$ cat config.mk
export PLATFORM = sky130hd
export DESIGN_NAME = rssi_hysteresis_run_length_encoder_unit_flat
export DESIGN_NICKNAME = d
export VERILOG_FILES = /design/src/hdl/rhrle_pkg.sv /design/src/hdl/rhrle_req_if.sv /design/src/hdl/rhrle_rsp_if.sv /design/src/hdl/rssi_hysteresis_run_length_encoder_unit.sv /design/src/flat_wrapper.sv
export VERILOG_INCLUDE_DIRS = /design/src /design/src/hdl
export SDC_FILE = /design/constraint.sdc
export NUM_CORES = 1
export LEC_CHECK = 0
export BUFFER_PORTS_ARGS = -buffer_cell sky130_fd_sc_hd__buf_2
export CAP_MARGIN = 20
export CORE_UTILIZATION = 50
export DETAILED_ROUTE_END_ITERATION = 8
export GPL_TIMING_DRIVEN = 1
export PLACE_DENSITY = 0.67
export SLEW_MARGIN = 10
export SYNTH_ARGS = -nofsm -noshare
export SYNTH_HDL_FRONTEND = slang
export SYNTH_SLANG_ARGS = --single-unit
$ cat constraint.sdc
create_clock -name clock -period 12 [get_ports clock]
set_input_delay 1.2 -clock clock [delete_from_list [all_inputs] [get_ports clock]]
set_output_delay 1.2 -clock clock [all_outputs]
set_load 0.1 [all_outputs]
$ cat src/hdl/assert_macros.svh
`ifndef ASSERT_MACROS_SVH
`define ASSERT_MACROS_SVH

// checks sampled on the rising clock edge, off while reset is high
`define ASSERT_CLK(label, prop, msg) \
   label: assert property (@(posedge clock) disable iff (reset) prop) else $error(msg);

// checks that must also hold while reset is high
`define ASSERT_CLK_ALWAYS(label, prop, msg) \
   label: assert property (@(posedge clock) prop) else $error(msg);

`endif

$ cat src/hdl/rhrle_pkg.sv
`timescale 1ns / 1ps

package rhrle_pkg;

   // result queue
   localparam int unsigned QDepth = 4;
   localparam int unsigned QPtrW  = 2;
   localparam int unsigned QCntW  = 3;

   // loss codes and chunk size
   localparam logic [7:0] CODE_BLOCKED = 8'd1;
   localparam logic [7:0] CODE_MISSED  = 8'd2;
   localparam logic [7:0] CODE_MERGED  = 8'd3;
   localparam logic [7:0] CHUNK        = 8'hFF;
   localparam logic [7:0] FULL_HIST    = 8'hFF;

   // register reset values
   localparam logic [7:0] BLOCK_ENTER_RST = 8'd4;
   localparam logic [7:0] BLOCK_LEAVE_RST = 8'd8;
   localparam logic [7:0] RESERVE_RST     = 8'd2;
   localparam logic [3:0] DRIFT_RST       = 4'd4;

   typedef enum logic [1:0] {
      CSR_BLOCK_ENTER = 2'd0,
      CSR_BLOCK_LEAVE = 2'd1,
      CSR_RESERVE     = 2'd2,
      CSR_DRIFT       = 2'd3
   } csr_index_type;

   typedef struct packed {
      logic [7:0] run_value;
      logic [7:0] run_count;
      logic       last;
   } pair_type;

   typedef struct packed {
      logic [1:0]  num;
      pair_type    p0;
      pair_type    p1;
      logic [15:0] cnt;
   } flush_type;

   function automatic logic [3:0] ones8(input logic [7:0] x);
      logic [3:0] n;
      n = 4'd0;
      for (int i = 0; i < 8; i++) begin
         n = n + {3'd0, x[i]};
      end
      return n;
   endfunction

   // split off a full chunk if needed, then close the run if it ended
   function automatic flush_type flush_run(input logic [7:0] lvl, input logic [15:0] cnt,
                                           input logic ended);
      flush_type f;
      f     = '0;
      f.cnt = cnt;
      if (cnt > {8'd0, CHUNK}) begin
         f.p0  = '{run_value: lvl, run_count: CHUNK, last: 1'b0};
         f.num = 2'd1;
         f.cnt = cnt - {8'd0, CHUNK};
      end
      if (ended) begin
         if (f.num == 2'd0) begin
            f.p0 = '{run_value: lvl, run_count: f.cnt[7:0], last: 1'b0};
         end else begin
            f.p1 = '{run_value: lvl, run_count: f.cnt[7:0], last: 1'b0};
         end
         f.num = f.num + 2'd1;
         f.cnt = 16'd0;
      end
      return f;
   endfunction

endpackage

$ cat src/hdl/rhrle_req_if.sv
`timescale 1ns / 1ps

interface rhrle_req_if;
   logic              valid;
   logic              ready;
   logic              mode;
   logic signed [7:0] rssi;
   logic [7:0]        free_space;

   modport source (output valid, mode, rssi, free_space, input ready);
   modport sink (input valid, mode, rssi, free_space, output ready);
endinterface

$ cat src/hdl/rhrle_rsp_if.sv
`timescale 1ns / 1ps

interface rhrle_rsp_if;
   logic       valid;
   logic       ready;
   logic [7:0] run_value;
   logic [7:0] run_count;
   logic       last;

   modport source (output valid, run_value, run_count, last, input ready);
   modport sink (input valid, run_value, run_count, last, output ready);
endinterface

$ cat src/hdl/rssi_hysteresis_run_length_encoder_unit.sv
`timescale 1ns / 1ps
// a transaction is registered on accept in the input stage; when the result queue has room it
// is processed and its pairs are written into the queue, whose head drives the result port
// throughput: one request per cycle while each yields at most one pair and the result port
// takes pairs; a request waits in the input stage while the queue holds more than two pairs
// reset (synchronous, active high) clears level, counter, histories, blocked and the queue,
// and loads the thresholds with 4, 8, 2 and 4

`include "assert_macros.svh"

module rssi_hysteresis_run_length_encoder_unit import rhrle_pkg::*; (
   input  logic        clock,
   input  logic        reset,
   rhrle_req_if.sink   req_ch,
   rhrle_rsp_if.source rsp_ch,
   input  logic        csr_we,
   input  logic [1:0]  csr_index,
   input  logic [7:0]  csr_wdata
);

   // thresholds
   logic [7:0] block_enter_ff, block_leave_ff, reserve_ff;
   logic [3:0] drift_ff;

   // encoder state
   logic [7:0]  level_ff, level_in;
   logic [15:0] count_ff, count_in;
   logic [7:0]  match_ff, match_in;
   logic [7:0]  above_ff, above_in;
   logic [7:0]  below_ff, below_in;
   logic        blocked_ff, blocked_in;

   // input register
   logic       s1_valid_ff, s1_valid_in;
   logic       s1_mode_ff;
   logic [7:0] s1_value_ff;
   logic [7:0] s1_free_ff;

   // result queue
   pair_type         q_ff [QDepth];
   logic [QPtrW-1:0] wr_ptr_ff, rd_ptr_ff;
   logic [QCntW-1:0] q_cnt_ff, q_cnt_in;

   logic      req_accept, proc, pop;
   flush_type res;

   assign proc       = s1_valid_ff && (q_cnt_ff <= QCntW'(QDepth - 2));
   assign req_ch.ready = !s1_valid_ff || proc;
   assign req_accept = req_ch.valid && req_ch.ready;
   assign pop        = rsp_ch.valid && rsp_ch.ready;

   assign s1_valid_in = req_accept ? 1'b1 : (proc ? 1'b0 : s1_valid_ff);

   // encoder step
   always_comb begin
      logic [7:0] code;
      logic [8:0] diff;
      logic       is_loss;
      flush_type  f;
      level_in   = level_ff;
      count_in   = count_ff;
      match_in   = match_ff;
      above_in   = above_ff;
      below_in   = below_ff;
      blocked_in = blocked_ff;
      res        = '0;
      f          = '0;
      code       = s1_mode_ff ? CODE_MISSED : CODE_BLOCKED;
      is_loss    = s1_mode_ff || (s1_free_ff <= block_enter_ff) || blocked_ff;
      diff       = {1'b0, s1_value_ff} - {1'b0, level_ff};
      if (is_loss) begin
         if (level_ff != code) begin
            if (s1_free_ff <= reserve_ff) begin
               level_in = CODE_MERGED;
               count_in = count_ff + 16'd1;
            end else begin
               res      = flush_run(level_ff, count_ff, 1'b1);
               count_in = res.cnt;
               level_in = code;
            end
         end else begin
            count_in = count_ff + 16'd1;
         end
         if (!s1_mode_ff) begin
            blocked_in = !(s1_free_ff >= block_leave_ff);
         end
      end else begin
         match_in = {match_ff[6:0], 1'b0};
         above_in = {above_ff[6:0], 1'b0};
         below_in = {below_ff[6:0], 1'b0};
         if (diff == 9'd1) begin
            above_in[0] = 1'b1;
            match_in[0] = 1'b1;
         end else if (diff == 9'd0) begin
            match_in[0] = 1'b1;
         end else if (diff == 9'h1FF) begin
            below_in[0] = 1'b1;
            match_in[0] = 1'b1;
         end
         if (!match_in[0]) begin
            // run broken: credit the pending matches, close it, restart at the sample
            res      = flush_run(level_ff, count_ff + {12'd0, ones8(match_in)}, 1'b1);
            count_in = res.cnt;
            level_in = s1_value_ff;
            match_in = 8'd1;
         end else if (match_in == FULL_HIST) begin
            if (below_in == 8'd0 && ones8(above_in) > drift_ff) begin
               res      = flush_run(level_ff, count_ff + 16'd1, 1'b1);
               below_in = ~above_in;
               above_in = 8'd0;
               level_in = level_ff + 8'd1;
            end else if (above_in == 8'd0 && ones8(below_in) > drift_ff) begin
               res      = flush_run(level_ff, count_ff + 16'd1, 1'b1);
               above_in = ~below_in;
               below_in = 8'd0;
               level_in = level_ff - 8'd1;
            end else begin
               res = flush_run(level_ff, count_ff + 16'd1, 1'b0);
            end
            count_in = res.cnt;
         end
      end
      if (res.num == 2'd1) begin
         res.p0.last = 1'b1;
      end else if (res.num == 2'd2) begin
         res.p1.last = 1'b1;
      end
      f = res;
      if (!proc) begin
         f = '0;
      end
      res = f;
   end

   always_comb begin
      q_cnt_in = q_cnt_ff + QCntW'(res.num) - QCntW'(pop);
   end

   always_ff @(posedge clock) begin
      if (reset) begin
         block_enter_ff <= BLOCK_ENTER_RST;
         block_leave_ff <= BLOCK_LEAVE_RST;
         reserve_ff     <= RESERVE_RST;
         drift_ff       <= DRIFT_RST;
      end else if (csr_we) begin
         case (csr_index_type'(csr_index))
            CSR_BLOCK_ENTER: block_enter_ff <= csr_wdata;
            CSR_BLOCK_LEAVE: block_leave_ff <= csr_wdata;
            CSR_RESERVE:     reserve_ff     <= csr_wdata;
            CSR_DRIFT:       drift_ff       <= csr_wdata[3:0];
            default:         ;
         endcase
      end
   end

   always_ff @(posedge clock) begin
      if (reset) begin
         level_ff   <= '0;
         count_ff   <= '0;
         match_ff   <= '0;
         above_ff   <= '0;
         below_ff   <= '0;
         blocked_ff <= 1'b0;
      end else if (proc) begin
         level_ff   <= level_in;
         count_ff   <= count_in;
         match_ff   <= match_in;
         above_ff   <= above_in;
         below_ff   <= below_in;
         blocked_ff <= blocked_in;
      end
   end

   always_ff @(posedge clock) begin
      if (reset) begin
         s1_valid_ff <= 1'b0;
      end else begin
         s1_valid_ff <= s1_valid_in;
      end
   end

   always_ff @(posedge clock) begin
      if (req_accept) begin
         s1_mode_ff  <= req_ch.mode;
         s1_value_ff <= {~req_ch.rssi[7], req_ch.rssi[6:0]};
         s1_free_ff  <= req_ch.free_space;
      end
   end

   always_ff @(posedge clock) begin
      if (reset) begin
         wr_ptr_ff <= '0;
         rd_ptr_ff <= '0;
         q_cnt_ff  <= '0;
      end else begin
         wr_ptr_ff <= wr_ptr_ff + QPtrW'(res.num);
         rd_ptr_ff <= rd_ptr_ff + QPtrW'(pop);
         q_cnt_ff  <= q_cnt_in;
      end
   end

   always_ff @(posedge clock) begin
      if (res.num != 2'd0) begin
         q_ff[wr_ptr_ff] <= res.p0;
      end
      if (res.num == 2'd2) begin
         q_ff[wr_ptr_ff + QPtrW'(1)] <= res.p1;
      end
   end

   assign rsp_ch.valid     = q_cnt_ff != '0;
   assign rsp_ch.run_value = q_ff[rd_ptr_ff].run_value;
   assign rsp_ch.run_count = q_ff[rd_ptr_ff].run_count;
   assign rsp_ch.last      = q_ff[rd_ptr_ff].last;

   `ASSERT_CLK(a_queue_bound, q_cnt_ff <= QCntW'(QDepth), "result queue overrun")
   `ASSERT_CLK_ALWAYS(a_reset_empties, reset |=> (q_cnt_ff == '0), "queue not cleared")
   `ASSERT_CLK(a_push_shows, (res.num != 2'd0) |=> (q_cnt_ff != '0), "pushed pair not offered")
   `ASSERT_CLK(a_full_stage_drains, (req_accept && s1_valid_ff) |-> proc, "stage overwritten")
   `ASSERT_CLK(a_level_hold, !proc |=> $stable(level_ff), "level moved without a transaction")

endmodule
$ cat src/flat_wrapper.sv
// flat-port wrapper written by rule: the top's interface ports become plain ports
module rssi_hysteresis_run_length_encoder_unit_flat import rhrle_pkg::*;
  (clock, reset, csr_we, csr_index, csr_wdata, req_ch_valid, req_ch_mode, req_ch_rssi, req_ch_free_space, req_ch_ready, rsp_ch_valid, rsp_ch_run_value, rsp_ch_run_count, rsp_ch_last, rsp_ch_ready);
  rhrle_req_if req_ch_i ();
  rhrle_rsp_if rsp_ch_i ();
  input  logic clock;
  input  logic reset;
  input  logic csr_we;
  input  logic [1:0] csr_index;
  input  logic [7:0] csr_wdata;
  input wire logic [$bits(req_ch_i.valid)-1:0] req_ch_valid;
  input wire logic [$bits(req_ch_i.mode)-1:0] req_ch_mode;
  input wire logic [$bits(req_ch_i.rssi)-1:0] req_ch_rssi;
  input wire logic [$bits(req_ch_i.free_space)-1:0] req_ch_free_space;
  output wire logic [$bits(req_ch_i.ready)-1:0] req_ch_ready;
  output wire logic [$bits(rsp_ch_i.valid)-1:0] rsp_ch_valid;
  output wire logic [$bits(rsp_ch_i.run_value)-1:0] rsp_ch_run_value;
  output wire logic [$bits(rsp_ch_i.run_count)-1:0] rsp_ch_run_count;
  output wire logic [$bits(rsp_ch_i.last)-1:0] rsp_ch_last;
  input wire logic [$bits(rsp_ch_i.ready)-1:0] rsp_ch_ready;
  assign req_ch_i.valid = req_ch_valid;
  assign req_ch_i.mode = req_ch_mode;
  assign req_ch_i.rssi = req_ch_rssi;
  assign req_ch_i.free_space = req_ch_free_space;
  assign req_ch_ready = req_ch_i.ready;
  assign rsp_ch_valid = rsp_ch_i.valid;
  assign rsp_ch_run_value = rsp_ch_i.run_value;
  assign rsp_ch_run_count = rsp_ch_i.run_count;
  assign rsp_ch_last = rsp_ch_i.last;
  assign rsp_ch_i.ready = rsp_ch_ready;
  rssi_hysteresis_run_length_encoder_unit u_core (.clock(clock), .reset(reset), .req_ch(req_ch_i), .rsp_ch(rsp_ch_i), .csr_we(csr_we), .csr_index(csr_index), .csr_wdata(csr_wdata));
endmodule
# Yosys cells after proc, flatten, opt, wreduce, memory -nomap -nowiden
# Memories as Yosys holds them, arrays and structs flattened. A register that Yosys moved wholly into a read port is not among the register bits.
# Index checks and enable logic that the tools add are counted.
# Widths: inputs -> output; s select.
[totals]
ff_bits = 99
ramBits = 68
inputBits = 32
output_inout_bits = 19
word_cells = 189
memories = 1
[classes]
n_addsub = 38
order_cmp = 9
n_eq_ne = 13
n_mux = 77
bitwise_logic = 5
n_reduce_logical = 29
[memory_table]
columns = ["memory", "depth", "width", "rd", "rd_ports_with_merged_regs", "wr", "line_no", "text"]
rows = [
  ["u_core.q_ff", 4, 17, 1, 1, 2, "rssi_hysteresis_run_length_encoder_unit.sv:40", "pair_type q_ff [QDepth];"],
]
[ops]
columns = ["cell", "count"]
rows = [
  ["$mux 52", 8],
  ["$mux 19", 14],
  ["$mux 17", 8],
  ["$mux 16", 6],
  ["$mux 8", 9],
  ["$mux 7", 9],
  ["$add 4x1->4", 15],
  ["$mux 18", 3],
  ["$gt 16x8->1 const B", 3],
  ["$mux 1", 18],
  ["$add 16x1->16 const B", 1],
  ["$add 16x4->16", 1],
  ["$le 8x8->1", 2],
  ["$logic_not 8->1", 2],
  ["$sub 16x8->16 const B", 1],
  ["$sub 8x8->8 const B", 2],
  ["$not 7->7", 2],
  ["$reduce_and 2->1", 6],
  ["$add 2x1->2 const B", 5],
  ["$logic_not 2->1", 5],
  ["$add 2x1->3", 3],
  ["$eq 9x1->1 const B", 1],
  ["$eq 9x9->1 const B", 1],
  ["$logic_not 9->1", 1],
  ["other kinds (27)", 45],
]

# Logic depth before layout (Yosys ltp)
# Gate-level depths: netlist (run 1).
[logic_depth]
word_depth = 34
ltp_mapped = 37
mapped_depth_nobuf = 34

# Worst setup path after synthesis (run 1)
# Ideal clock, no wire load.
[synth_path]
kind = "register -> register"
startpoint = "register u_core.level_ff[0]"
endpoint = "memory u_core.q_ff[0][0] (netlist name) (enable)"
setup_time_ps = 418
arrival_ps = 8663
required_time_ps = 11582
slack_ps = 2919
path_stages_with_launch = 33
n_path_buf = 4
period_less_slack_ps = 9081
cell_sequence = "dfxtp_1 -> ha_1 -> fa_1 -> xor2_1 -> a221o_1 -> nor4_1 -> nand4b_1 -> or3_1 -> buf_6 -> inv_4 -> nor2_2 -> buf_2 -> inv_2 -> buf_2 -> fa_1 -> inv_1 -> fa_1 -> fa_1 -> inv_1 -> ha_1 -> fa_1 -> xor2_1 -> ha_1 -> a32oi_1 -> a21o_1 -> mux2_2 -> a31oi_1 -> or3_1 -> nand3_2 -> o311ai_4 -> buf_6 -> a22oi_1 -> o31ai_1"
[synth_lines]
columns = ["item", "line_no", "text"]
rows = [
  ["start: declaration", "rssi_hysteresis_run_length_encoder_unit.sv:26", "logic [7:0] level_ff, level_in;"],
  ["start signal: assignment", "rssi_hysteresis_run_length_encoder_unit.sv:165", "level_ff <= level_in;"],
  ["end: declaration", "rssi_hysteresis_run_length_encoder_unit.sv:40", ""],
]

==> flow_metrics.tcl, run 1 <==
set metrics [dict create \
    intPower_mw 1.19 \
    synth-simple-area-share_pct 17.7 \
    post-place-ws_ns 2.02 \
    path_clk_slew_ns 0.07 \
    leakage_nw 4.96 \
    hold_path_class "flop to flop" \
    worst_slew_pin_slew_ns 1.06 \
    slowest_delay_ns 0.70 \
    clock_latency_ns 0.44 \
    die_x_um 156 \
    grt_pass1_vias 9307 \
    peakVddDrop_uv 128 \
    cts_root_buf "clkbuf_16" \
    crit_required_ns 11.92 \
    vias 9673 \
    final_util_pct 55.8 \
    placed_area_um2 12200 \
    num-nets-final 1397 \
    drtAntennaViolNets 0 \
    drc 0 \
    fin_skew_ns 0.0141 \
    dieArea_um2 24300 \
    avgViaCountPerCell 6.04 \
    endpoint_kind "flop" \
    power_frac_comb_pct 39.0 \
    clock.fmax_ghz 0.100 \
    numPortBuffers 50 \
    power_mw 2.07 \
    synthMuxAreaShare_pct 9.46 \
    place_inst 1569 \
    seqPwrFrac_pct 34.5 \
    synth-compound-area-share_pct 17.2 \
    synthArstFlopShare_pct 0 \
    clkPwrFrac_pct 26.5 \
    cts_hold_buf 0 \
    switchingPower_uw 879 \
    ys.flop_type "edfxtp_1" \
    post_cts_buffers 0 \
    setup_tns_ns 0 \
    grt_overflow 0 \
    pwr_density_cell_nw_per_um2 162 \
    rsz0062_at_grt "false" \
    crit_path_start_kind "flop" \
    final_cell_mix "121 x nand2_1, 98 x a21oi_1, 85 x edfxtp_1" \
    syn_nets 1387 \
    crit_fanout 18 \
    synthToLayoutAreaGrowth_pct 8.13 \
    synthAdderAreaFrac_pct 10.4 \
    drt-met1-wl_um 13500 \
    grt_pass1_wl_um 49600 \
    highest_layer "met4" \
    antenna_found_initial 0 \
    grt_start_max_net_pins 68 \
    synth_edf_count 85 \
    detail_route.first_pass.iterations 5 \
    grt_use_total_pct 26.0 \
    whs_ns 0.459 \
    swShare_pct 42.6 \
    relSlewSlack_pct 27.8 \
    hold_viol 0 \
    worst_slack_ns 2.03 \
    synth.area.top_cells "edfxtp_1 22%, dfxtp_1 14%, ha_1 7.7%, mux2i_1 5.2%, a21oi_1 4.1%" \
    yosysTopAreaCell "edfxtp_1" \
    syn_inst 1266 \
    io_pins 51 \
    num_rows 55 \
    tritoncts "built" \
    cap_violations 0 \
    met3_wirelength_um 2020 \
    post_cts_resized 0 \
    drive_above_1_share_pct 11.6 \
    arrival_ns 9.89 \
    yosys_warnings 0 \
    numClockSinks 167 \
    cts_buffers 17 \
    avgSynthCellArea_um2 9.34 \
    htreeDepth 4 \
    die_y_um 156 \
    ys_seq_elements 167 \
    critPathKind "flop to flop" \
    cp_slowest_cell "nand3_1" \
    ys_types 92 \
    slew_violations 0 \
    post-route-period-util_pct 83.1 \
    fin_area_um2 12800 \
    antenna_cells 0 \
    final_common_cell "nand2_1" \
    synth_top_family_by_area "simple AND/OR/NAND/NOR gates" \
    gp_congestion 0.952 \
    layoutNonFillerInstCount 1602 \
    fp.coreArea_um2 22900 \
    syn_area_um2 11800 \
    start_util_pct 51.6 \
    crit_top_cell "fa_1" \
    status "completed" \
    route.met2.wl_um 14100 \
    post_drt_wl_per_cell_um 18.8 \
    clockBufferDepth 2 \
    synth_top_area_share_pct 21.6 \
    synth_xor_area_share_pct 3.63 \
    routed_wl_um 30200 \
    hpwl_um 22000 \
    min_period_ns 9.97 \
    ys_seq_area_share_pct 35.5 \
    setup_viol 0 \
    drtIter0Drc 840 \
]
## cell type report
class,count,area (um2)
Tap cell,313,392
Timing Repair Buffer,65,363
Clock inverter,13,126
Inverter,86,328
Sequential cell,167,4190
Clock buffer,19,454
Fill cell,2020,10100
Multi-Input combinational cell,939,6930
## synth_stat cells (18+ instances only)
cell type  number
dfxtp_1        82
inv_1          82
xnor2_1        32
a211oi_1       18
a21oi_1        98
nor3_1         33
nand3_1        55
edfxtp_1       85
nor2_1         81
o21ai_0        46
mux2i_1        62
clkbuf_1       38
nand4_1        19
ha_1           73
nand2_1       121
## state kept, by name (all words and copies together), names as in the netlist, 3 cells and up
register	flops
u_core.q_ff	68
u_core.block_enter_ff	8
u_core.drift_ff	4
u_core.q_cnt_ff	3
u_core.match_ff	7
u_core.above_ff	7
u_core.below_ff	7
u_core.s1_value_ff	8
u_core.block_leave_ff	8
u_core.reserve_ff	8
u_core.level_ff	8
u_core.s1_free_ff	8
u_core.count_ff	16
## final timing paths
check / start / to / slack [ns] / cells after the start
worst max register to register: u_core.level_ff[0] / u_core.q_ff[1][4] / 2.03 / 28
worst min-delay path: u_core.block_leave_ff[6] / u_core.block_leave_ff[6] / 0.46 / 2
worst max-delay path: u_core.level_ff[0] / u_core.q_ff[1][4] / 2.03 / 28
worst min register to register: u_core.block_leave_ff[6] / u_core.block_leave_ff[6] / 0.46 / 2
## power groups by stage
stage | combinational (mW) | sequential [mW] | clock (mW)
global route | 0.866 | 0.722 | 0.578
detailed placement | 0.796 | 0.726 | 0
finish | 0.805 | 0.714 | 0.547
global placement | 0.789 | 0.724 | 0
floorplan | 0.660 | 0.695 | 0
CTS | 0.799 | 0.713 | 0.558
## layer usage
layer	global-route usage [%]	vias to the layer above
li1	-	4683
met1	34.8	4605
met2	42.4	345
met3	4.31	40
met4	9.20	0
met5	0	-
## kinds of logic (layout without fill, tap and decap cells)
| kind of cell | after synthesis | after routing |
|---|---|---|
| AND/OR/NAND/NOR | 410 | 410 |
| AO/OA/AOI/OAI | 302 | 302 |
| flip-flops | 167 | 167 |
| buffers and inverters | 160 | 183 |
| adder cells (fa/ha/maj) | 89 | 89 |
| multiplexers | 89 | 89 |
| XOR/XNOR | 49 | 49 |
## critical path: cells and delay by family, from the launching register on
family          cells  cell delay [ns]
compound gates      6             1.43
fa+ha+maj           8             3.28
buf+inv             5             0.61
flops               1             0.42
simple gates        9             3.67
Note: power is estimated with default switching activity, not from simulation.
==> run 2: changes to the inputs <==
--- a/config.mk
+++ b/config.mk
@@ -11,7 +11,7 @@
 export CORE_UTILIZATION = 50
 export DETAILED_ROUTE_END_ITERATION = 8
 export GPL_TIMING_DRIVEN = 1
-export PLACE_DENSITY = 0.67
+export PLACE_DENSITY = 0.69
 export SLEW_MARGIN = 10
 export SYNTH_ARGS = -nofsm -noshare
 export SYNTH_HDL_FRONTEND = slang
==> constraint.sdc (replaced) <==
create_clock -name clock -period 8.3 [get_ports clock]
set_input_delay 0.83 -clock clock [delete_from_list [all_inputs] [get_ports clock]]
set_output_delay 0.83 -clock clock [all_outputs]
set_load 0.1 [all_outputs]
==> flow_metrics.tcl, run 2 (synthesized netlist as in run 1, its figures left out) <==
set metrics [dict create \
    status "completed" \
    clock.fmax_ghz 0.126 \
    pwr_density_cell_nw_per_um2 232 \
    cap_violations 0 \
    drtIter0Drc 792 \
    die_x_um 156 \
    final_common_cell "nand2_1" \
    top_regs "u_core.q_ff: 68 flops, u_core.count_ff: 16 flops" \
    endpoint_kind "flop" \
    drtAntennaViolNets 0 \
    leakage_nw 5.15 \
    regMostFlops "u_core.q_ff" \
    setup_tns_ns 0 \
    cts_root_buf "clkbuf_16" \
    fp.coreArea_um2 22900 \
    slew_violations 0 \
    switchingPower_mw 1.27 \
    antenna_found_initial 0 \
    power_frac_comb_pct 39.7 \
    final_cell_mix "121 x nand2_1, 97 x a21oi_1, 85 x edfxtp_1" \
    setup_viol 0 \
    grt_pass1_vias 9704 \
    crit_path_start_kind "flop" \
    avgViaCountPerCell 6.08 \
    reg2regPathDepth 33 \
    swShare_pct 41.6 \
    dieArea_um2 24300 \
    fin_skew_ns 0.0120 \
    num_rows 55 \
    rr_startpoint "u_core.s1_value_ff[0]" \
    worst_slew_pin_slew_ns 1.02 \
    fill_cells 2004 \
    grt_util_met1_pct 33.7 \
    crit_top_cell "fa_1" \
    worst_slack_ns 0.356 \
    path_clk_slew_ns 0.07 \
    grt_overflow 0 \
    drc 0 \
    antenna_cells 0 \
    r2r_slack_ns 0.36 \
    grt_pass1_wl_um 50000 \
    hold_viol 0 \
    power_mw 3.07 \
    met3_usage_pct 3.28 \
    grt_start_max_net_pins 68 \
    min_period_ns 7.94 \
    clkPwrFrac_pct 26.4 \
    synthToLayoutAreaGrowth_pct 11.7 \
    largest_reg_flops 68 \
    routed_wl_um 30900 \
    vias 9937 \
    slowest_delay_ns 0.51 \
    gp_congestion 0.943 \
    relSlewSlack_pct 32.1 \
    crit_fanout 7 \
    regArea_um2 4200 \
    die_y_um 156 \
    post_drt_wl_per_cell_um 18.9 \
    io_pins 51 \
    clockBufferDepth 2 \
    hpwl_um 22200 \
    tritoncts "built" \
    cp_slowest_cell "fa_1" \
    htreeDepth 4 \
    numClockSinks 167 \
    reg2reg_to "u_core.q_cnt_ff[2]" \
    grt_use_met2_pct 45.1 \
    seqPwrFrac_pct 33.8 \
    grt_use_total_pct 26.2 \
    post-place-ws_ns 0.212 \
    top_usage_layer "met2" \
    post-route-period-util_pct 95.7 \
    multi_input_area_um2 7070 \
    drive_above_1_share_pct 15.4 \
    peakVddDrop_uv 218 \
    cts_hold_buf 0 \
    detail_route.first_pass.iterations 5 \
    crit_start "u_core.s1_value_ff[0]" \
    critPathKind "flop to flop" \
    hold_path_class "flop to flop" \
    start_util_pct 51.6 \
    critPathCapture "u_core.q_cnt_ff[2]" \
    numPortBuffers 50 \
    arrival_ns 8.23 \
    num-nets-final 1431 \
    cts_buffers 17 \
    intPower_mw 1.79 \
    clock_latency_ns 0.44 \
    crit_required_ns 8.59 \
]
## run 2: cell count changes in the layout (fill, tap and decap cells not counted), moves of 2 or more
cell / previous run / this run
or3_4: 0 / 3
or3_1: 8 / 5
bufinv_16: 0 / 2
clkinvlp_4: 0 / 3
nor4b_2: 0 / 2
inv_6: 5 / 3
nor4b_1: 2 / 0
buf_4: 15 / 49
## run 2: per-stage QoR
stage               utilization, %  hold slack, ns  instances  cell area (um2)
floorplan                        -           0.436       1266            11900
global placement              54.2           0.442       1597            12400
detailed placement            54.2           0.447       1597            12400
CTS                           56.8           0.457       1628            13000
global route                  57.6           0.482       1635            13200
finish                        57.6           0.455       1635            13200
## run 2: worst max-delay path, delay by kind of cell, from the launching register on
kind	cells	cell delay, ns
compound gates	5	1.11
buf+inv	6	0.35
simple gates	9	1.68
fa+ha+maj	10	3.76
flops	1	0.34
xor+xnor	3	0.53
## run 2: final cells by class
| cell class | count | area share, % |
|---|---|---|
| multi-input cells | 939 | 53.6 |
| flip-flops and latches | 167 | 31.8 |
| repair buffers | 99 | 4.68 |
| clock buffers | 18 | 3.25 |
| well taps | 313 | 2.97 |
| inverters | 86 | 2.50 |
| clock inverters | 13 | 1.25 |
## run 2: power by group through the flow
stage,Clock (mW),Sequential (mW),Combinational [mW]
CTS,0.819,1.04,1.18
finish,0.810,1.04,1.22
floorplan,0,1.01,0.961
detailed placement,0,1.06,1.17
global placement,0,1.05,1.16
global route,0.847,1.05,1.31
## run 2: routing by layer
layer / up-vias / part of all wire (%)
li1: 4760 / -
met1: 4753 / 44
met2: 372 / 48
met3: 52 / 5.9
met4: 0 / 2.1
met5: - / 0
## run 2: worst min path at each step
| stage | startpoint | end | slack (ns) | depth (start not counted) |
|---|---|---|---|---|
| 6_report | u_core.block_leave_ff[6] | u_core.block_leave_ff[6] | 0.46 | 2 |
| 4_1_cts | u_core.block_leave_ff[1] | u_core.block_leave_ff[1] | 0.46 | 2 |
| 5_1_grt | u_core.block_leave_ff[2] | u_core.block_leave_ff[2] | 0.48 | 2 |
| 2_1_floorplan | u_core.block_leave_ff[1] | u_core.block_leave_ff[1] | 0.44 | 2 |
| 3_3_place_gp | u_core.block_leave_ff[4] | u_core.block_leave_ff[4] | 0.44 | 2 |
| 3_5_place_dp | u_core.block_leave_ff[6] | u_core.block_leave_ff[6] | 0.45 | 2 |
## run 2: timing repair
action | in CTS | in global routing
resized for setup | 0 | 23
buffers inserted | 0 | 6
setup endpoints to repair | 0 | 132
